$ cat config.mk
export PLATFORM = sky130hd
export DESIGN_NAME = smoothed_line_rasterizer_top
export DESIGN_NICKNAME = d
export VERILOG_FILES = /design/src/hw/rtl/slr_pkg.sv /design/src/hw/rtl/smoothed_line_rasterizer_top.sv /design/src/hw/rtl/slr_div.sv /design/src/hw/rtl/slr_datapath.sv /design/src/hw/rtl/slr_ctrl.sv
export SDC_FILE = /design/constraint.sdc
export NUM_CORES = 1
export LEC_CHECK = 0
export BUFFER_PORTS_ARGS = -buffer_cell sky130_fd_sc_hd__buf_2
export CAP_MARGIN = 10
export CORE_MARGIN = 4
export CORE_UTILIZATION = 50
export DETAILED_ROUTE_END_ITERATION = 7
export GPL_ROUTABILITY_DRIVEN = 1
export PLACE_DENSITY = 0.67
export SLEW_MARGIN = 20
export SYNTH_ARGS = -nofsm -noshare
export SYNTH_HDL_FRONTEND = slang
export SYNTH_HIERARCHICAL = 1
export SYNTH_SLANG_ARGS = --single-unit
export TNS_END_PERCENT = 30
$ cat constraint.sdc
create_clock -name i_clk -period 17.1 [get_ports i_clk]
set_clock_uncertainty 0.15 [all_clocks]
set_input_delay 2.565 -clock i_clk [delete_from_list [all_inputs] [get_ports i_clk]]
set_output_delay 2.565 -clock i_clk [all_outputs]
set_load 0.02 [all_outputs]
$ cat src/hw/rtl/slr_pkg.sv
// Shared constants, types and helpers for the smoothed line rasterizer.
// No dependencies.
`timescale 1ns / 1ps

package slr_pkg;

    localparam int COORD_BITS_DEF     = 12;
    localparam int FULL_INTENSITY_DEF = 255;

    // output intensity field is fixed at one byte
    localparam int INT_W   = 8;
    localparam int INT_MAX = 255;
    // widest internal intensity (FULL_INTENSITY up to 65535)
    localparam int FI_MAX_W = 16;

    localparam logic CMD_START = 1'b0;
    localparam logic CMD_STEP  = 1'b1;

    typedef enum logic [1:0] {
        RES_IDLE  = 2'd0,
        RES_START = 2'd1,
        RES_STEP  = 2'd2
    } t_res_sel;

    typedef struct packed {
        logic     load_in;
        logic     len;
        logic     prep;
        logic     step;
        logic     div_start;
        logic     res_load;
        t_res_sel res_sel;
    } t_dp_cmd;

    typedef struct packed {
        logic line_active;
        logic div_busy;
    } t_dp_stat;

    function automatic logic [INT_W-1:0] sat_int(input logic [FI_MAX_W-1:0] v);
        logic [INT_W-1:0] r;
        r = (v > FI_MAX_W'(INT_MAX)) ? INT_W'(INT_MAX) : v[INT_W-1:0];
        return r;
    endfunction

endpackage

$ cat src/hw/rtl/smoothed_line_rasterizer_top.sv
// Smoothed line rasterizer top level: stream ports around sequencer and datapath.
// Uses slr_pkg, slr_ctrl, slr_datapath (which holds slr_div).
`timescale 1ns / 1ps

// Bresenham line walker with per-pixel intensity from the walker's error term.
//
// Input stream (slave side): one beat per command. tuser = command
// (0 start a line, 1 step to the next pixel); tdata carries the endpoints,
// latched on every beat but used on a start beat only.
// Output stream (master side): exactly one beat per input beat. tdata holds
// pixel position and intensity, tuser = pixel_valid, tlast = last pixel.
// A step with no active line returns a beat with tuser low and zero data.
//
// Timing: a start beat passes span setup, error setup and output load; a
// step with no line active goes straight to output load. A step beat passes
// the walker step and divider load; the restoring divider then computes
// round(E / major), FI_W = clog2(FULL_INTENSITY+1) bits wide, one quotient
// bit per cycle, before output load. tready is high only while the sequencer is
// idle, so one command is in flight at a time; the next beat is taken as soon
// as the current result sits in the output register.
// When the receiver stalls, the output beat holds in its register; the
// sequencer accepts the next command, works it, and waits before loading
// until the held beat is taken. Reset (synchronous, active low) drops the
// output valid and leaves no line active.
module smoothed_line_rasterizer_top import slr_pkg::*; #(
    parameter int  COORD_BITS     = COORD_BITS_DEF,
    parameter int  FULL_INTENSITY = FULL_INTENSITY_DEF,
    localparam int S_DATA_W = ((4 * COORD_BITS + 7) / 8) * 8,
    localparam int M_DATA_W = ((2 * COORD_BITS + INT_W + 7) / 8) * 8
) (
    input  logic                i_clk,
    input  logic                i_rst_n,
    // slave side
    input  logic                i_s_axis_tvalid,
    output logic                o_s_axis_tready,
    // tdata, low bit up: x_start, y_start, x_end, y_end, zero fill
    input  logic [S_DATA_W-1:0] i_s_axis_tdata,
    // tuser: command
    input  logic                i_s_axis_tuser,
    // master side
    output logic                o_m_axis_tvalid,
    input  logic                i_m_axis_tready,
    // tdata, low bit up: pixel_x, pixel_y, intensity, zero fill
    output logic [M_DATA_W-1:0] o_m_axis_tdata,
    // tuser: pixel_valid
    output logic                o_m_axis_tuser,
    // tlast: last_pixel
    output logic                o_m_axis_tlast
);

    localparam int CB = COORD_BITS;

    t_dp_cmd  w_cmd;
    t_dp_stat w_stat;

    logic [CB-1:0]    w_pixel_x, w_pixel_y;
    logic [INT_W-1:0] w_intensity;

    // command sequencer; owns both handshakes
    slr_ctrl u_ctrl (
        .i_clk     (i_clk),
        .i_rst_n   (i_rst_n),
        .i_s_tvalid(i_s_axis_tvalid),
        .i_s_cmd   (i_s_axis_tuser),
        .o_s_tready(o_s_axis_tready),
        .i_m_tready(i_m_axis_tready),
        .o_m_tvalid(o_m_axis_tvalid),
        .i_stat    (w_stat),
        .o_cmd     (w_cmd)
    );

    // walker state, divider and the output beat register
    slr_datapath #(
        .COORD_BITS    (COORD_BITS),
        .FULL_INTENSITY(FULL_INTENSITY)
    ) u_dp (
        .i_clk        (i_clk),
        .i_rst_n      (i_rst_n),
        .i_cmd        (w_cmd),
        .o_stat       (w_stat),
        .i_x_start    (i_s_axis_tdata[CB-1:0]),
        .i_y_start    (i_s_axis_tdata[2*CB-1:CB]),
        .i_x_end      (i_s_axis_tdata[3*CB-1:2*CB]),
        .i_y_end      (i_s_axis_tdata[4*CB-1:3*CB]),
        .o_pixel_x    (w_pixel_x),
        .o_pixel_y    (w_pixel_y),
        .o_intensity  (w_intensity),
        .o_pixel_valid(o_m_axis_tuser),
        .o_last_pixel (o_m_axis_tlast)
    );

    // pack fields, zero fill to whole bytes
    assign o_m_axis_tdata = M_DATA_W'({w_intensity, w_pixel_y, w_pixel_x});

endmodule

$ cat src/hw/rtl/slr_div.sv
// Restoring divider, one quotient bit per cycle.
// Caller guarantees the quotient fits QUOT_W bits (dividend < divisor << QUOT_W).
`timescale 1ns / 1ps

module slr_div #(
    parameter int QUOT_W    = 8,
    parameter int DIVISOR_W = 13,
    parameter int DIVIDEND_W = DIVISOR_W + QUOT_W
) (
    input  logic                  i_clk,
    input  logic                  i_rst_n,
    input  logic                  i_start,
    input  logic [DIVIDEND_W-1:0] i_dividend,
    input  logic [DIVISOR_W-1:0]  i_divisor,
    output logic                  o_busy,
    output logic [QUOT_W-1:0]     o_quot
);

    localparam int CNT_W = $clog2(QUOT_W + 1);

    logic [CNT_W-1:0]     r_cnt;
    logic [DIVISOR_W-1:0] r_rem;
    logic [DIVISOR_W-1:0] r_div;
    logic [QUOT_W-1:0]    r_quot;

    logic [DIVISOR_W:0] w_trial;
    logic [DIVISOR_W:0] w_diff;
    logic               w_fits;

    assign w_trial = {r_rem, r_quot[QUOT_W-1]};
    assign w_fits  = w_trial >= {1'b0, r_div};
    assign w_diff  = w_trial - {1'b0, r_div};

    always_ff @(posedge i_clk) begin
        if (!i_rst_n) begin
            r_cnt <= '0;
        end else if (i_start) begin
            r_cnt <= CNT_W'(QUOT_W);
        end else if (r_cnt != '0) begin
            r_cnt <= r_cnt - 1'b1;
        end
    end

    // quotient bits shift in where dividend bits shift out
    always_ff @(posedge i_clk) begin
        if (i_start) begin
            r_rem  <= i_dividend[DIVIDEND_W-1:QUOT_W];
            r_quot <= i_dividend[QUOT_W-1:0];
            r_div  <= i_divisor;
        end else if (r_cnt != '0) begin
            r_rem  <= w_fits ? w_diff[DIVISOR_W-1:0] : w_trial[DIVISOR_W-1:0];
            r_quot <= {r_quot[QUOT_W-2:0], w_fits};
        end
    end

    assign o_busy = r_cnt != '0;
    assign o_quot = r_quot;

endmodule

$ cat src/hw/rtl/slr_datapath.sv
// Line walker datapath: endpoint latch, span setup, error update, intensity divide
// and the output beat register. Uses slr_pkg and slr_div.
`timescale 1ns / 1ps

module slr_datapath import slr_pkg::*; #(
    parameter int COORD_BITS     = COORD_BITS_DEF,
    parameter int FULL_INTENSITY = FULL_INTENSITY_DEF
) (
    input  logic                  i_clk,
    input  logic                  i_rst_n,
    input  t_dp_cmd               i_cmd,
    output t_dp_stat              o_stat,
    input  logic [COORD_BITS-1:0] i_x_start,
    input  logic [COORD_BITS-1:0] i_y_start,
    input  logic [COORD_BITS-1:0] i_x_end,
    input  logic [COORD_BITS-1:0] i_y_end,
    output logic [COORD_BITS-1:0] o_pixel_x,
    output logic [COORD_BITS-1:0] o_pixel_y,
    output logic [INT_W-1:0]      o_intensity,
    output logic                  o_pixel_valid,
    output logic                  o_last_pixel
);

    localparam int CB   = COORD_BITS;
    localparam int FI_W = $clog2(FULL_INTENSITY + 1);
    localparam int E_W  = CB + FI_W;
    localparam int N_W  = E_W + 1;
    localparam int D_W  = CB + 1;

    // latched endpoints
    logic [CB-1:0] r_xs, r_ys, r_xe, r_ye;
    // walker state
    logic [CB-1:0]  r_cur_x, r_cur_y;
    logic [1:0]     r_dir_x, r_dir_y;
    logic [CB-1:0]  r_major, r_minor;
    logic           r_swap;
    logic [E_W-1:0] r_err, r_wstep, r_wadd;
    logic [CB-1:0]  r_left;
    logic           r_active;
    // output beat
    logic [CB-1:0]    r_o_x, r_o_y;
    logic [INT_W-1:0] r_o_int;
    logic             r_o_valid, r_o_last;

    // span setup
    logic signed [CB:0] w_dx, w_dy, w_ndx, w_ndy;
    logic [CB-1:0]      w_ax, w_ay;
    logic               w_swap;

    assign w_dx  = $signed({r_xe[CB-1], r_xe}) - $signed({r_xs[CB-1], r_xs});
    assign w_dy  = $signed({r_ye[CB-1], r_ye}) - $signed({r_ys[CB-1], r_ys});
    assign w_ndx = -w_dx;
    assign w_ndy = -w_dy;
    assign w_ax  = w_dx[CB] ? w_ndx[CB-1:0] : w_dx[CB-1:0];
    assign w_ay  = w_dy[CB] ? w_ndy[CB-1:0] : w_dy[CB-1:0];
    assign w_swap = w_ay > w_ax;

    // step
    logic          w_straight;
    logic [CB-1:0] w_sx, w_sy;

    assign w_straight = r_err <= r_wstep;
    assign w_sx = {{(CB-2){r_dir_x[1]}}, r_dir_x};
    assign w_sy = {{(CB-2){r_dir_y[1]}}, r_dir_y};

    // intensity divide: round(E / major) = (2E + major) / (2 major)
    logic [N_W-1:0]  w_dividend;
    logic [D_W-1:0]  w_divisor;
    logic [FI_W-1:0] w_quot;
    logic [FI_W-1:0] w_inten;
    logic            w_div_busy;

    assign w_dividend = (N_W'(r_err) << 1) + N_W'(r_major);
    assign w_divisor  = {r_major, 1'b0};

    slr_div #(
        .QUOT_W    (FI_W),
        .DIVISOR_W (D_W),
        .DIVIDEND_W(N_W)
    ) u_div (
        .i_clk     (i_clk),
        .i_rst_n   (i_rst_n),
        .i_start   (i_cmd.div_start),
        .i_dividend(w_dividend),
        .i_divisor (w_divisor),
        .o_busy    (w_div_busy),
        .o_quot    (w_quot)
    );

    assign w_inten = (w_quot >= FI_W'(FULL_INTENSITY)) ? '0 : FI_W'(FULL_INTENSITY) - w_quot;

    always_ff @(posedge i_clk) begin
        if (i_cmd.load_in) begin
            r_xs <= i_x_start;
            r_ys <= i_y_start;
            r_xe <= i_x_end;
            r_ye <= i_y_end;
        end
        if (i_cmd.len) begin
            r_cur_x <= r_xs;
            r_cur_y <= r_ys;
            r_dir_x <= w_dx[CB] ? 2'b11 : ((w_dx != '0) ? 2'b01 : 2'b00);
            r_dir_y <= w_dy[CB] ? 2'b11 : ((w_dy != '0) ? 2'b01 : 2'b00);
            r_swap  <= w_swap;
            r_major <= w_swap ? w_ay : w_ax;
            r_minor <= w_swap ? w_ax : w_ay;
        end
        if (i_cmd.prep) begin
            r_err   <= E_W'(FULL_INTENSITY / 2) * E_W'(r_major);
            r_wstep <= E_W'(FULL_INTENSITY) * E_W'(r_major - r_minor);
            r_wadd  <= E_W'(FULL_INTENSITY) * E_W'(r_minor);
        end
        if (i_cmd.step) begin
            if (w_straight) begin
                if (r_swap) begin
                    r_cur_y <= r_cur_y + w_sy;
                end else begin
                    r_cur_x <= r_cur_x + w_sx;
                end
                r_err <= r_err + r_wadd;
            end else begin
                r_cur_x <= r_cur_x + w_sx;
                r_cur_y <= r_cur_y + w_sy;
                r_err   <= r_err - r_wstep;
            end
        end
        if (i_cmd.prep) begin
            r_left <= r_major;
        end else if (i_cmd.step) begin
            r_left <= r_left - 1'b1;
        end
    end

    always_ff @(posedge i_clk) begin
        if (!i_rst_n) begin
            r_active <= 1'b0;
        end else if (i_cmd.prep) begin
            r_active <= r_major != '0;
        end else if (i_cmd.step && r_left == CB'(1)) begin
            r_active <= 1'b0;
        end
    end

    always_ff @(posedge i_clk) begin
        if (i_cmd.res_load) begin
            case (i_cmd.res_sel)
                RES_START: begin
                    r_o_x     <= r_cur_x;
                    r_o_y     <= r_cur_y;
                    r_o_int   <= sat_int(FI_MAX_W'(FULL_INTENSITY));
                    r_o_valid <= 1'b1;
                    r_o_last  <= r_major == '0;
                end
                RES_STEP: begin
                    r_o_x     <= r_cur_x;
                    r_o_y     <= r_cur_y;
                    r_o_int   <= sat_int(FI_MAX_W'(w_inten));
                    r_o_valid <= 1'b1;
                    r_o_last  <= r_left == '0;
                end
                default: begin
                    r_o_x     <= '0;
                    r_o_y     <= '0;
                    r_o_int   <= '0;
                    r_o_valid <= 1'b0;
                    r_o_last  <= 1'b0;
                end
            endcase
        end
    end

    assign o_stat.line_active = r_active;
    assign o_stat.div_busy    = w_div_busy;

    assign o_pixel_x     = r_o_x;
    assign o_pixel_y     = r_o_y;
    assign o_intensity   = r_o_int;
    assign o_pixel_valid = r_o_valid;
    assign o_last_pixel  = r_o_last;

endmodule

$ cat src/hw/rtl/slr_ctrl.sv
// Sequencer for the line walker: input handshake, datapath commands, output valid.
// Uses slr_pkg.
`timescale 1ns / 1ps

module slr_ctrl import slr_pkg::*; (
    input  logic     i_clk,
    input  logic     i_rst_n,
    input  logic     i_s_tvalid,
    input  logic     i_s_cmd,
    output logic     o_s_tready,
    input  logic     i_m_tready,
    output logic     o_m_tvalid,
    input  t_dp_stat i_stat,
    output t_dp_cmd  o_cmd
);

    typedef enum logic [6:0] {
        ST_IDLE  = 7'b0000001,
        ST_LEN   = 7'b0000010,
        ST_PREP  = 7'b0000100,
        ST_STEP  = 7'b0001000,
        ST_DIVLD = 7'b0010000,
        ST_DIV   = 7'b0100000,
        ST_EMIT  = 7'b1000000
    } t_state;

    t_state   r_state, n_state;
    t_res_sel r_kind, n_kind;
    logic     r_out_valid, n_out_valid;

    always_comb begin
        n_state     = r_state;
        n_kind      = r_kind;
        n_out_valid = r_out_valid && !i_m_tready;
        o_cmd         = '0;
        o_cmd.res_sel = r_kind;
        case (r_state)
            ST_IDLE: begin
                if (i_s_tvalid) begin
                    o_cmd.load_in = 1'b1;
                    if (i_s_cmd == CMD_START) begin
                        n_kind  = RES_START;
                        n_state = ST_LEN;
                    end else if (i_stat.line_active) begin
                        n_kind  = RES_STEP;
                        n_state = ST_STEP;
                    end else begin
                        n_kind  = RES_IDLE;
                        n_state = ST_EMIT;
                    end
                end
            end
            ST_LEN: begin
                o_cmd.len = 1'b1;
                n_state   = ST_PREP;
            end
            ST_PREP: begin
                o_cmd.prep = 1'b1;
                n_state    = ST_EMIT;
            end
            ST_STEP: begin
                o_cmd.step = 1'b1;
                n_state    = ST_DIVLD;
            end
            ST_DIVLD: begin
                o_cmd.div_start = 1'b1;
                n_state         = ST_DIV;
            end
            ST_DIV: begin
                if (!i_stat.div_busy) begin
                    n_state = ST_EMIT;
                end
            end
            ST_EMIT: begin
                // load only when the output register is free or draining
                if (!r_out_valid || i_m_tready) begin
                    o_cmd.res_load = 1'b1;
                    n_out_valid    = 1'b1;
                    n_state        = ST_IDLE;
                end
            end
            default: begin
                n_state = ST_IDLE;
            end
        endcase
    end

    always_ff @(posedge i_clk) begin
        if (!i_rst_n) begin
            r_state     <= ST_IDLE;
            r_kind      <= RES_IDLE;
            r_out_valid <= 1'b0;
        end else begin
            r_state     <= n_state;
            r_kind      <= n_kind;
            r_out_valid <= n_out_valid;
        end
    end

    assign o_s_tready = r_state == ST_IDLE;
    assign o_m_tvalid = r_out_valid;

endmodule

# Word-level counts from Yosys, hierarchy flattened
# Cells that the tools add are included.
# Widths: inputs -> output; s select.
word_totals:
  ff_bits: 255
  in_bits: 53
  output_inout_bits: 36
op_classes:
  add_sub_neg: 14
  multipliers: 3
  magnitude_cmp: 4
  n_eq_ne: 13
  muxes: 50
  n_bitwise: 1
  reduce_logical: 18
ops:
  columns: ["operator", "count"]
  rows:
  - ["$mux 12", 14]
  - ["$mux 20", 3]
  - ["$pmux 7 s7", 1]
  - ["$mux 13", 3]
  - ["$sub 12x12->13", 3]
  - ["$mux 7", 5]
  - ["$reduce_bool 13->1", 2]
  - ["$add 12x12->12", 2]
  - ["$logic_not 12->1", 2]
  - ["$mux 8", 3]
  - ["$neg 12->12", 2]
  - ["$add 21x12->21", 1]
  - ["$add 20x20->20", 1]
  - ["$le 20x20->1", 1]
  - ["$mul 8x12->20 const A", 1]
  - ["$mul 8x20->20 const A", 1]
  - ["$sub 20x20->20", 1]
  - ["$mul 7x12->19 const A", 1]
  - ["$pmux 8 s2", 1]
  - ["$mux 1", 15]
  - ["$ge 14x13->1", 1]
  - ["$sub 13x13->13", 1]
  - ["$eq 12x1->1 const B", 1]
  - ["$gt 12x12->1", 1]
  - ["28 further kinds", 36]

# Longest topological paths before layout
# Gate-level depths: netlist of run 1.
logic_depth:
  depth_word: 6
  ltp_mapped: 26
  mapped_depth_nobuf: 26

# Cells and area by module
# The synthesis of run 1 kept the hierarchy.
by_module_without_submodules:
  columns: ["module", "n_inst", "cells_per_inst", "area_each_um2"]
  rows:
  - ["slr_datapath", 1, 2111, 20622.3]
  - ["slr_div", 1, 214, 2386.0]
  - ["slr_ctrl", 1, 68, 581.8]

# Least setup slack after synthesis of run 1
# Ideal clock, no wire load.
synth_timing:
  kind: "reg-to-reg"
  startpoint: "register u_dp.r_major[2]"
  endpoint: "register u_dp.r_wstep[19], data pin"
  setup_time_ns: 0.260
  arrival_time_ns: 6.008
  required_time_ns: 16.690
  path_slack_ns: 10.682
  path_stages_with_launch: 25
  cell_sequence: "edfxtp_1 > ha_1 > nor2b_1 > o31a_1 > o41a_1 > a211oi_1 > xnor2_1 > xnor2_1 > inv_1 > ha_1 > fa_1 > fa_1 > inv_1 > fa_1 > inv_1 > ha_1 > and3_1 > a21oi_1 > o311ai_0 > a31o_2 > a21o_1 > a21oi_1 > a21oi_1 > xnor2_1 > xnor2_1"
synth_via:
  elab_chain_len: 2
synth_lines:
  columns: ["item", "line_no", "source"]
  rows:
  - ["start, declared", "slr_datapath.sv:35", "logic [CB-1:0] r_major, r_minor;"]
  - ["start signal, assigned", "slr_datapath.sv:105", "r_major <= w_swap ? w_ay : w_ax;"]
  - ["$sub 12x12->13", "slr_datapath.sv:110", "r_wstep <= E_W'(FULL_INTENSITY) * E_W'(r_major - r_minor);"]
  - ["$mul 8x20->20", "slr_datapath.sv:110", null]
  - ["end signal, assigned", "slr_datapath.sv:110", null]
  - ["end, declared", "slr_datapath.sv:37", "logic [E_W-1:0] r_err, r_wstep, r_wadd;"]
# No other way between the ends.
# A chain may end at the register's enable or synchronous reset.

# Worst setup path in the final report of run 1
layout_timing:
  startpoint: "register u_dp.r_minor[1]"
  endpoint: "register u_dp.r_wstep[19], data pin"
layout_via:
  elab_chain_len: 2
layout_lines:
  columns: ["item", "line_no", "source"]
  rows:
  - ["start, declared", "slr_datapath.sv:35", null]
  - ["start signal, assigned", "slr_datapath.sv:106", "r_minor <= w_swap ? w_ax : w_ay;"]
  - ["$sub 12x12->13", "slr_datapath.sv:110", null]
  - ["$mul 8x20->20", "slr_datapath.sv:110", null]
# No other way between the ends.

==> results of run 1 <==
## final cells by class
type | count | area, um2 | share of cell area [%]
Multi-Input combinational cell | 1709 | 14690 | 57.22
Sequential cell | 256 | 7297 | 28.42
Inverter | 378 | 1419 | 5.526
Clock buffer | 39 | 815.8 | 3.177
Tap cell | 607 | 759.5 | 2.958
Timing Repair Buffer | 100 | 530.5 | 2.066
Clock inverter | 18 | 162.7 | 0.6334
## flip-flops by register name, indices dropped and copies added, names as in the netlist, 13 cells and up
| register | flops |
|---|---|
| u_dp/u_div/r_rem | 13 |
| u_dp/r_wstep | 20 |
| u_dp/u_div/r_div | 13 |
| u_dp/r_err | 20 |
| u_dp/r_wadd | 20 |
## cell usage after synthesis (5+ instances only)
cell,number,area share (%)
dfxtp_1,39,3.3
a2111o_1,5,0.24
or3_1,25,0.66
o2111ai_1,11,0.41
mux2i_1,46,2.0
xor2_1,48,1.8
nand4_1,17,0.45
nand2b_1,25,0.66
a31o_2,7,0.26
o21bai_1,8,0.25
nor4_1,10,0.27
a211oi_1,26,0.83
o211ai_1,8,0.25
a21boi_0,15,0.48
nand3_1,41,0.87
nor3_1,57,1.2
nand2_1,135,2.1
ha_1,258,14
o31ai_1,17,0.54
inv_1,376,6.0
o21ai_0,89,1.9
nor3b_1,5,0.16
a21oi_1,127,2.7
mux2_2,20,0.95
buf_2,7,0.15
nor2b_1,52,1.4
or2_2,9,0.24
nor2_1,128,2.0
a31oi_1,27,0.72
a2111oi_0,7,0.26
o311ai_2,6,0.41
clkbuf_1,36,0.57
edfxtp_1,217,28
a211o_1,8,0.30
fa_1,151,13
a21o_1,48,1.5
xnor2_1,124,4.6
and3_1,20,0.53
and2_1,12,0.32
nand3b_1,5,0.16
o21a_1,28,0.89
## power by group
group | internal [W] | total, W | leakage, nW | switching (W)
sequential | 0.000924 | 0.000984 | 2.32 | 0.0000600
clock | 0.000368 | 0.000635 | 0.476 | 0.000267
combinational | 0.00119 | 0.00277 | 8.46 | 0.00158
total | 0.00248 | 0.00439 | 11.3 | 0.00190
## routing by layer
metal	GRT usage, %	vias to the layer above	part of all wire [%]
met1	26.90	8519	41
li1	-	8506	-
met4	9.114	0	4.3
met5	0	-	0
met3	2.527	117	4.1
met2	41.33	438	51
## logic make-up (layout without fill, tap and decap cells)
kind of cell               Yosys count  in the layout  synth area share [%]
buffers and inverters              428            535                 6.911
DFF                                256            256                 30.93
xor gates and xnor gates           172            172                 6.386
adders and majority gates          410            410                 26.54
AOI/OAI and AO/OA                  494            494                 14.18
muxes                               66             66                 2.907
and+or+nand+nor                    566            566                 12.12
other                                1              1               0.01590
## per-stage QoR
stage	power [W]	instance area (um2)	hold WS, ns	instances	util [%]
6_report	0.004387	25680	0.3738	3107	55.16
5_1_grt	0.004797	25680	0.3972	3107	55.16
4_1_cts	0.004402	25670	0.3677	3107	55.15
3_5_place_dp	0.003732	24690	0.3557	3050	53.04
3_3_place_gp	0.003647	24690	0.3386	3050	53.04
2_1_floorplan	0.003145	23590	0.3237	2393	-
## worst reg2reg max path: cells and delay by family (launching register included)
| kind | cells | cell delay [ns] |
|---|---|---|
| adder cells (fa/ha/maj) | 6 | 2.31 |
| AO/OA/AOI/OAI | 9 | 2.22 |
| XOR/XNOR | 4 | 0.89 |
| flip-flops | 1 | 0.55 |
| AND/OR/NAND/NOR | 2 | 0.38 |
| buffers and inverters | 4 | 0.27 |
## worst min-delay path by stage
stage                                                 from                                to  slack [ns]  depth (start not counted)
after global routing      u_dp/u_div/r_cnt[1]$_SDFFE_PP0P_  u_dp/u_div/r_cnt[1]$_SDFFE_PP0P_        0.40                          2
final                     u_dp/u_div/r_cnt[1]$_SDFFE_PP0P_  u_dp/u_div/r_cnt[1]$_SDFFE_PP0P_        0.37                          2
after global placement       u_ctrl/r_kind[1]$_SDFFE_PN0P_     u_ctrl/r_kind[1]$_SDFFE_PN0P_        0.34                          2
after detailed placement     u_ctrl/r_kind[1]$_SDFFE_PN0P_     u_ctrl/r_kind[1]$_SDFFE_PN0P_        0.36                          2
after CTS                 u_dp/u_div/r_cnt[1]$_SDFFE_PP0P_  u_dp/u_div/r_cnt[1]$_SDFFE_PP0P_        0.37                          2
after floorplan              u_ctrl/r_kind[1]$_SDFFE_PN0P_     u_ctrl/r_kind[1]$_SDFFE_PN0P_        0.32                          2
==> load_flow_metrics.sql, run 1 <==
INSERT INTO impl_metrics (metric_group, metric, value, unit) VALUES
('clock_network', 'clk-insertion-delay-late', '0.59', 'ns'),
('routing', 'detail_route.first_pass.iterations', '5', ''),
('clock_network', 'postCtsHoldBufs', '0', ''),
('routing', 'via_count', '17580', ''),
('setup_path', 'worstReg2RegEnd', 'u_dp/r_wstep[19]$_DFFE_PP_', ''),
('setup_path', 'cp_slowest_stage_delay', '0.55', 'ns'),
('setup_path', 'timing.critical_path.to', 'u_dp/r_wstep[19]$_DFFE_PP_', ''),
('synthesis', 'share_of_synthesized_flip_flops_with_an_asynchronous_set_or_reset', '0', '%'),
('place', 'finalWeightedCongestion', '0.8750', ''),
('grt', 'grt.overflow.total', '0', ''),
('floorplan', 'die_width', '225.2', 'um'),
('grt', 'pin_count_of_the_biggest_net_entering_global_routing', '61', ''),
('grt', 'global_route_wire_length_before_repair', '91.98', 'mm'),
('clock_network', 'cts-root-to-sink-buffers', '3', ''),
('clock_network', 'cts_max_level', '1', ''),
('sta', 'max_slew.worst_pin.slew', '1.125', 'ns'),
('clock_network', 'ctsRootBufferMaster', 'clkbuf_16', ''),
('sta', 'finalHoldViolations', '0', ''),
('synthesis', 'syn_inst', '2393', ''),
('clock_network', 'cts_tree', 'done', ''),
('pwr', 'power_leakage', '11.25', 'nW'),
('place', 'pre_cts_ws', '10.08', 'ns'),
('cells_and_area', 'layout_cells_sized_above_1', '8.440', '%'),
('run_status', 'outcome', 'finished clean', ''),
('routing', 'route.antenna.remaining_nets', '0', ''),
('clock_network', 'path_clk_slew', '0.06', 'ns'),
('sta', 'report.final.setup_viol', '0', ''),
('grt', 'grt_pass1_vias', '18130', ''),
('setup_path', 'worst_path_arrival', '7.23', 'ns'),
('sta', 'timing_max_transition_violations_final', '0', ''),
('sta', 'final_min_period_over_clock_period', '41.23', '%'),
('setup_path', 'worstSetupPathDepth', '25', ''),
('setup_path', 'bufs_and_invs_on_worst_path', '4', ''),
('cells_and_area', 'syn_to_final_growth', '8.852', '%'),
('clock_network', 'cts_post_setup_buffers_inserted', '0', ''),
('setup_path', 'cpMostUsedCell', 'inv_1', ''),
('clock_network', 'cts_inserted_buffers', '31', ''),
('sta', 'final.setup.tns', '0', 'ns'),
('place', 'numPortBuffers', '88', ''),
('setup_path', 'cp_max_fo', '6', ''),
('synthesis', 'yosys_register_bits', '256', ''),
('synthesis', 'syn_area', '23590', 'um2'),
('setup_path', 'cp_slowest_cell', 'edfxtp_1', ''),
('setup_path', 'critical_path_class', 'reg2reg', ''),
('synthesis', 'syn-num-nets', '2855', ''),
('hold_path', 'hold_path.class', 'reg2reg', ''),
('cells_and_area', 'post_layout_nets', '2938', ''),
('sta', 'postLayoutSetupSlackWorst', '10.05', 'ns'),
('cells_and_area', 'insertedDiodeCount', '0', ''),
('sta', 'setup_repair_after_global_routing_missed_its_margin', 'no', ''),
('routing', 'sum_of_routed_wire_length_over_all_layers', '57.29', 'mm'),
('floorplan', 'fp.coreArea', '46560', 'um2'),
('routing', 'wire_length_per_cell_after_detailed_routing', '18.44', 'um'),
('synthesis', 'yosys_most_used_dff', 'edfxtp_1', ''),
('setup_path', 'setup.worst_path.start', 'u_dp/r_minor[1]$_DFFE_PP_', ''),
('grt', 'overall_routing_resource_usage', '22.50', '%'),
('setup_path', 'depth_of_the_most_critical_reg_to_reg_path', '25', ''),
('sta', 'post-route-min-period', '7.050', 'ns'),
('clock_network', 'clock_sink_count', '256', ''),
('sta', 'timing.fmax', '0.1418', 'GHz'),
('synthesis', 'fraction_of_the_yosys_area_taken_by_sequential_cells', '30.93', '%'),
('pwr', 'ir_drop', '0.1957', 'mV'),
('synthesis', 'ys_warn_count', '6', ''),
('synthesis', 'yosys.cell_types.count', '94', ''),
('cells_and_area', 'most-common-layout-cells', 'inv_1, ha_1, edfxtp_1, fa_1, nand2_1', ''),
('routing', 'dr.first_iter.drc_count', '900', ''),
('setup_path', 'timing.critical_path.to_type', 'flip-flop', ''),
('floorplan', 'site_row_count', '79', ''),
('cells_and_area', 'final_common_cell', 'inv_1', ''),
('floorplan', 'count_of_boundary_i_o_pins', '89', ''),
('run', 'drv.max_cap_violation_count', '0', '');
Note: power is estimated with default switching activity, not from simulation.
==> run 2, diff against run 1 <==
clock period = 7 ns   (was 17.1 ns; I/O delays follow)
==> run 2 against run 1 <==
  * Hold slack worse by 0.012 ns
  * Wire length rose by 1.1%
  * Power grew 150%
  * Register-to-register slack got worse by 9.6 ns
  * Die area stayed put
  * Sequential power increased by 140%
  * Fmax grew 8.3%
  * Highest routed layer unchanged
==> load_flow_metrics.sql, run 2 (synthesized netlist as in run 1, its figures left out) <==
INSERT INTO impl_metrics (metric_group, metric, value, unit) VALUES
('pwr', 'total_power', '0.01083', 'W'),
('cells_and_area', 'syn_to_final_growth', '10.45', '%'),
('setup_path', 'startpoint_type', 'flip-flop', ''),
('floorplan', 'die_height', '225.2', 'um'),
('grt', 'pin_count_of_the_biggest_net_entering_global_routing', '64', ''),
('sta', 'finalHoldViolations', '0', ''),
('clock_network', 'cts_inserted_buffers', '31', ''),
('hold_path', 'whs_path_depth', '2', ''),
('floorplan', 'die_width', '225.2', 'um'),
('cells_and_area', 'final_util', '55.96', '%'),
('place', 'placed_cell_area', '24880', 'um2'),
('place', 'finalWeightedCongestion', '0.9237', ''),
('place', 'numPortBuffers', '88', ''),
('cells_and_area', 'layout.area.seq', '7297', 'um2'),
('routing', 'sum_of_routed_wire_length_over_all_layers', '57.91', 'mm'),
('sta', 'timing.max_slew.rel_slack', '29.35', '%'),
('floorplan', 'fp.coreArea', '46560', 'um2'),
('pwr', 'ir_drop', '0.4318', 'mV'),
('pwr', 'power_per_cell_area', '415.8', 'nW/um2'),
('grt', 'grt-busiest-layer', 'met2', ''),
('routing', 'via_count', '17620', ''),
('cells_and_area', 'multiInputGateArea', '14760', 'um2'),
('routing', 'wire_length_per_cell_after_detailed_routing', '18.45', 'um'),
('cells_and_area', 'post_layout_nets', '2968', ''),
('setup_path', 'data_required_time_at_the_worst_endpoint', '7.16', 'ns'),
('clock_network', 'path_clk_slew', '0.06', 'ns'),
('setup_path', 'ff2ff_setup_slack', '0.49', 'ns'),
('run', 'drv.max_cap_violation_count', '0', ''),
('floorplan', 'dieArea', '50720', 'um2'),
('cells_and_area', 'most-common-layout-cells', 'inv_1, ha_1, edfxtp_1, fa_1, nand2_1', ''),
('sta', 'timing.fmax', '0.1535', 'GHz'),
('cells_and_area', 'cell_area_after_layout', '26060', 'um2'),
('hold_path', 'hold_path.class', 'reg2reg', ''),
('grt', 'grt.overflow.total', '0', ''),
('grt', 'grt_util_met1', '27.40', '%'),
('floorplan', 'count_of_boundary_i_o_pins', '89', ''),
('sta', 'report.final.setup_viol', '0', ''),
('cells_and_area', 'biggestRegsByFlops', 'u_dp/r_err x20, u_dp/r_wadd x20, u_dp/r_wstep x20', ''),
('sta', 'post-route-min-period', '6.513', 'ns'),
('sta', 'final_min_period_over_clock_period', '93.04', '%'),
('floorplan', 'site_row_count', '79', ''),
('cells_and_area', 'fillers', '4025', ''),
('routing', 'dr.first_iter.drc_count', '1015', ''),
('setup_path', 'worst_path_arrival', '6.68', 'ns'),
('grt', 'global_route_wire_length_before_repair', '93.93', 'mm'),
('grt', 'initial_antenna_violation_count', '1', ''),
('sta', 'max_slew.worst_pin.slew', '1.059', 'ns'),
('clock_network', 'ctsRootBufferMaster', 'clkbuf_16', ''),
('grt', 'grt_util_met3', '2.553', '%'),
('setup_path', 'cp_max_fo', '7', ''),
('floorplan', 'initial_core_utilization', '50.67', '%'),
('routing', 'route.antenna.remaining_nets', '0', ''),
('cells_and_area', 'insertedDiodeCount', '0', ''),
('setup_path', 'depth_of_the_most_critical_reg_to_reg_path', '26', ''),
('sta', 'setup_repair_after_global_routing_missed_its_margin', 'no', ''),
('pwr', 'power_leakage', '11.47', 'nW'),
('sta', 'final.setup.tns', '0', 'ns'),
('grt', 'grt_pass1_vias', '18400', ''),
('cells_and_area', 'layout_cells_sized_above_1', '10.31', '%'),
('grt', 'overall_routing_resource_usage', '22.88', '%'),
('routing', 'detail_route.first_pass.iterations', '4', ''),
('setup_path', 'timing.critical_path.to_type', 'flip-flop', ''),
('clock_network', 'cts_tree', 'done', ''),
('grt', 'met2_usage', '42.59', '%'),
('sta', 'timing_max_transition_violations_final', '0', ''),
('routing', 'routed_via_density', '5.614', ''),
('clock_network', 'cts_max_level', '1', ''),
('place', 'post-dp-hpwl', '46.17', 'mm'),
('clock_network', 'cts-root-to-sink-buffers', '3', ''),
('sta', 'postLayoutSetupSlackWorst', '0.4871', 'ns'),
('setup_path', 'critical_path_class', 'reg2reg', ''),
('clock_network', 'clock_sink_count', '256', ''),
('clock_network', 'clk-insertion-delay-late', '0.59', 'ns'),
('run_status', 'outcome', 'finished clean', ''),
('routing', 'route.detailed.drc', '0', ''),
('cells_and_area', 'final_common_cell', 'inv_1', ''),
('place', 'pre_cts_ws', '0.1644', 'ns');
-- run 2: changes by cell type in the layout (fill, tap and decap cells not counted), moves of 2 or more --
cell	previous run	this run
xnor2_1	124	120
a211oi_1	26	24
clkinv_4	1	5
bufinv_16	2	4
buf_4	12	41
xnor2_2	0	4
clkbuf_1	7	1
inv_6	0	5
a211oi_2	1	3
clkinv_1	5	3
-- run 2: cell type report --
| cell class | count | share of cell area [%] |
|---|---|---|
| multi-input cells | 1709 | 56.63 |
| flip-flops and latches | 256 | 28.01 |
| inverters | 378 | 5.446 |
| clock buffers | 32 | 2.992 |
| repair buffers | 130 | 2.949 |
| well taps | 607 | 2.915 |
| clock inverters | 26 | 1.061 |
-- run 2: critical path, cell delays in order, from the launching register on --
cell and delay, ns:
edfxtp_1 0.38, inv_1 0.12, ha_1 0.20, fa_1 0.22, nor2b_1 0.07, o31a_1 0.28, o41a_1 0.37, a211oi_2 0.32
xnor2_2 0.19, xnor2_2 0.24, inv_1 0.08, ha_1 0.34, fa_1 0.48, fa_1 0.54, inv_1 0.05, fa_1 0.47
inv_1 0.04, ha_2 0.30, and3_1 0.16, a21oi_1 0.11, o311ai_0 0.14, a31o_2 0.27, a21o_1 0.19, a21oi_2 0.17
a21oi_1 0.10, xnor2_1 0.19, xnor2_1 0.08
-- run 2: power breakdown --
group | internal (W) | switching, W
Sequential | 0.00226 | 0.000133
Clock | 0.000969 | 0.000692
Combinational | 0.00298 | 0.00380
-- run 2: timing repair --
item	CTS	global route
endpoints found under the hold margin	0	0
hold buffers	0	0
gates resized for setup	0	11
buffers inserted	0	4
setup endpoints to repair	0	4
-- run 2: routing by layer --
metal / vias to the layer above / part of all wire (%)
li1: 8567 / -
met1: 8549 / 40
met2: 387 / 52
met3: 114 / 3.9
met4: 0 / 3.8
met5: - / 0
-- run 2: final timing paths --
path | to | from
worst max register to register | u_dp/r_wstep[19]$_DFFE_PP_ | u_dp/r_major[0]$_DFFE_PP_
worst min-delay path | u_ctrl/r_kind[1]$_SDFFE_PN0P_ | u_ctrl/r_kind[1]$_SDFFE_PN0P_
worst min register to register | u_ctrl/r_kind[1]$_SDFFE_PN0P_ | u_ctrl/r_kind[1]$_SDFFE_PN0P_
worst max-delay path | u_dp/r_wstep[19]$_DFFE_PP_ | u_dp/r_major[0]$_DFFE_PP_
-- run 2: through the flow --
stage               hold slack (ns)  instances
floorplan                    0.3237       2393
global placement             0.3399       3075
detailed placement           0.3557       3075
CTS                          0.3637       3133
global route                 0.3851       3138
finish                       0.3617       3138
==> run 3, diff against run 2 <==
ABC_CLOCK_PERIOD_IN_PS = 7000   (was default)
BUFFER_PORTS_ARGS = -buffer_cell sky130_fd_sc_hd__clkbuf_2   (was -buffer_cell sky130_fd_sc_hd__buf_2)
CORE_MARGIN = 2   (was 4)
==> run 3 against run 2 <==
  * Critical path depth did not move
  * Non-clock buffer count fell by 7
  * Sequential power barely moved
  * Die area fell by 3.5%
  * Wire length fell by 0.72%
  * Power fell by 1.1%
  * First-iteration DRC count fell by 11%
  * Utilization fell by 0.29 points
  * Clock power fell by 5%
  * Critical endpoint unchanged
  * Largest power group unchanged
==> load_flow_metrics.sql, run 3 (synthesized netlist as in run 1, its figures left out) <==
INSERT INTO impl_metrics (metric_group, metric, value, unit) VALUES
('run_status', 'outcome', 'finished clean', ''),
('setup_path', 'startpoint_type', 'flip-flop', ''),
('floorplan', 'dieArea', '48930', 'um2'),
('floorplan', 'die_width', '221.2', 'um'),
('cells_and_area', 'most-common-layout-cells', 'inv_1, ha_1, edfxtp_1, fa_1, nand2_1', ''),
('sta', 'final_min_period_over_clock_period', '93.98', '%'),
('sta', 'max_slew.worst_pin.slew', '1.131', 'ns'),
('floorplan', 'site_row_count', '79', ''),
('sta', 'setup_repair_after_global_routing_missed_its_margin', 'no', ''),
('place', 'pre_cts_ws', '0.2036', 'ns'),
('clock_network', 'cts_inserted_buffers', '30', ''),
('cells_and_area', 'biggestRegsByFlops', 'u_dp/r_err x20, u_dp/r_wadd x20, u_dp/r_wstep x20', ''),
('sta', 'finalHoldViolations', '0', ''),
('setup_path', 'critical_path_class', 'reg2reg', ''),
('routing', 'via_count', '17590', ''),
('grt', 'grt.overflow.total', '0', ''),
('cells_and_area', 'final_common_cell', 'inv_1', ''),
('routing', 'wire_length_per_cell_after_detailed_routing', '18.37', 'um'),
('sta', 'timing.max_slew.rel_slack', '24.46', '%'),
('sta', 'timing_max_transition_violations_final', '0', ''),
('cells_and_area', 'syn_to_final_growth', '9.876', '%'),
('clock_network', 'cts_tree', 'done', ''),
('grt', 'grt_pass1_vias', '18130', ''),
('clock_network', 'postCtsHoldBufs', '0', ''),
('floorplan', 'initial_core_utilization', '50.67', '%'),
('place', 'finalWeightedCongestion', '0.9158', ''),
('sta', 'timing.fmax', '0.1520', 'GHz'),
('clock_network', 'ctsRootBufferMaster', 'clkbuf_16', ''),
('routing', 'route.antenna.remaining_nets', '0', ''),
('routing', 'routed_via_density', '5.620', ''),
('routing', 'route.detailed.drc', '0', ''),
('hold_path', 'hold_path.class', 'reg2reg', ''),
('sta', 'post-route-min-period', '6.578', 'ns'),
('setup_path', 'data_required_time_at_the_worst_endpoint', '7.16', 'ns'),
('clock_network', 'clock_sink_count', '256', ''),
('cells_and_area', 'post_layout_nets', '2960', ''),
('place', 'numPortBuffers', '88', ''),
('grt', 'overall_routing_resource_usage', '23.34', '%'),
('floorplan', 'fp.coreArea', '46560', 'um2'),
('pwr', 'power_per_cell_area', '413.6', 'nW/um2'),
('floorplan', 'die_height', '221.2', 'um'),
('routing', 'detail_route.first_pass.iterations', '5', ''),
('routing', 'sum_of_routed_wire_length_over_all_layers', '57.50', 'mm'),
('grt', 'pin_count_of_the_biggest_net_entering_global_routing', '64', ''),
('setup_path', 'worst_path_arrival', '6.74', 'ns'),
('sta', 'final.setup.tns', '0', 'ns'),
('sta', 'postLayoutSetupSlackWorst', '0.4216', 'ns'),
('clock_network', 'cts_max_level', '1', ''),
('clock_network', 'clk-insertion-delay-late', '0.58', 'ns'),
('run', 'drv.max_cap_violation_count', '0', ''),
('cells_and_area', 'layout_cells_sized_above_1', '9.596', '%'),
('grt', 'global_route_wire_length_before_repair', '92.63', 'mm'),
('pwr', 'ir_drop', '0.5162', 'mV'),
('setup_path', 'timing.critical_path.to_type', 'flip-flop', ''),
('setup_path', 'cp_max_fo', '7', ''),
('pwr', 'power_leakage', '11.42', 'nW'),
('floorplan', 'count_of_boundary_i_o_pins', '89', ''),
('grt', 'initial_antenna_violation_count', '0', ''),
('routing', 'dr.first_iter.drc_count', '899', ''),
('place', 'post-dp-hpwl', '45.78', 'mm'),
('clock_network', 'path_clk_slew', '0.06', 'ns'),
('sta', 'report.final.setup_viol', '0', ''),
('clock_network', 'cts-root-to-sink-buffers', '3', '');
[run 3: metrics by stage]
step                instance area (um2)  util [%]  hold slack [ns]  total power [W]  std cells
floorplan                         23590         -           0.3237         0.007683       2393
finish                            25920     55.67           0.3598          0.01072       3130
global route                      25920     55.67           0.3749          0.01175       3129
CTS                               25850     55.53           0.3611          0.01072       3129
detailed placement                24870     53.42           0.3486         0.009088       3073
global placement                  24870     53.41           0.3354         0.008882       3073
[run 3: critical path, cell delays in order (launching register included)]
cell and delay, ns:
edfxtp_1 0.39, buf_4 0.18, inv_1 0.13, fa_1 0.22
nor2b_1 0.07, o31a_1 0.27, o41a_1 0.38, a211oi_2 0.28
xnor2_2 0.23, xnor2_2 0.19, inv_1 0.08, ha_1 0.33
fa_1 0.49, fa_1 0.55, inv_1 0.05, fa_1 0.47
inv_1 0.04, ha_1 0.35, and3_1 0.19, a21oi_1 0.10
o311ai_0 0.15, a31o_2 0.28, a21o_1 0.19, a21oi_2 0.16
a21oi_1 0.09, xnor2_1 0.18, xnor2_1 0.08
[run 3: layer usage]
| layer | vias to the layer above | wire [um] | track usage, % |
|---|---|---|---|
| met5 | - | 0 | 0 |
| met2 | 371 | 29790 | 43.70 |
| met3 | 92 | 2184 | 2.151 |
| met1 | 8553 | 23440 | 27.94 |
| met4 | 0 | 2088 | 7.772 |
| li1 | 8576 | - | - |
[run 3: final cells by class]
cell class,instances,area (um2)
flip-flops and latches,256,7297
repair buffers,123,703.2
inverters,378,1419
clock inverters,19,171.4
well taps,607,759.5
fillers,4025,20640
diodes,1,2.502
clock buffers,37,808.3
multi-input cells,1709,14760
[run 3: worst paths after layout]
path	start	cells past startpoint	slack, ns	to
setup reg to reg	u_dp/r_major[1]$_DFFE_PP_	26	0.42	u_dp/r_wstep[19]$_DFFE_PP_
setup / recovery	u_dp/r_major[1]$_DFFE_PP_	26	0.42	u_dp/r_wstep[19]$_DFFE_PP_
hold reg to reg	u_dp/r_active$_SDFFE_PN0P_	2	0.36	u_ctrl/r_state[3]$_SDFFE_PN0P_
hold / removal	u_dp/r_active$_SDFFE_PN0P_	2	0.36	u_ctrl/r_state[3]$_SDFFE_PN0P_
[run 3: timing repair]
item / 4_1_cts / 5_1_grt
gates resized for setup: 0 / 10
setup buffers: 0 / 0
setup endpoints to repair: 0 / 1
[run 3: where the power goes]
group / internal [W] / total (W) / switching (W)
Clock: 0.000924 / 0.00158 / 0.000651
Combinational: 0.00296 / 0.00674 / 0.00378
Sequential: 0.00226 / 0.00241 / 0.000148
Total: 0.00614 / 0.0107 / 0.00458
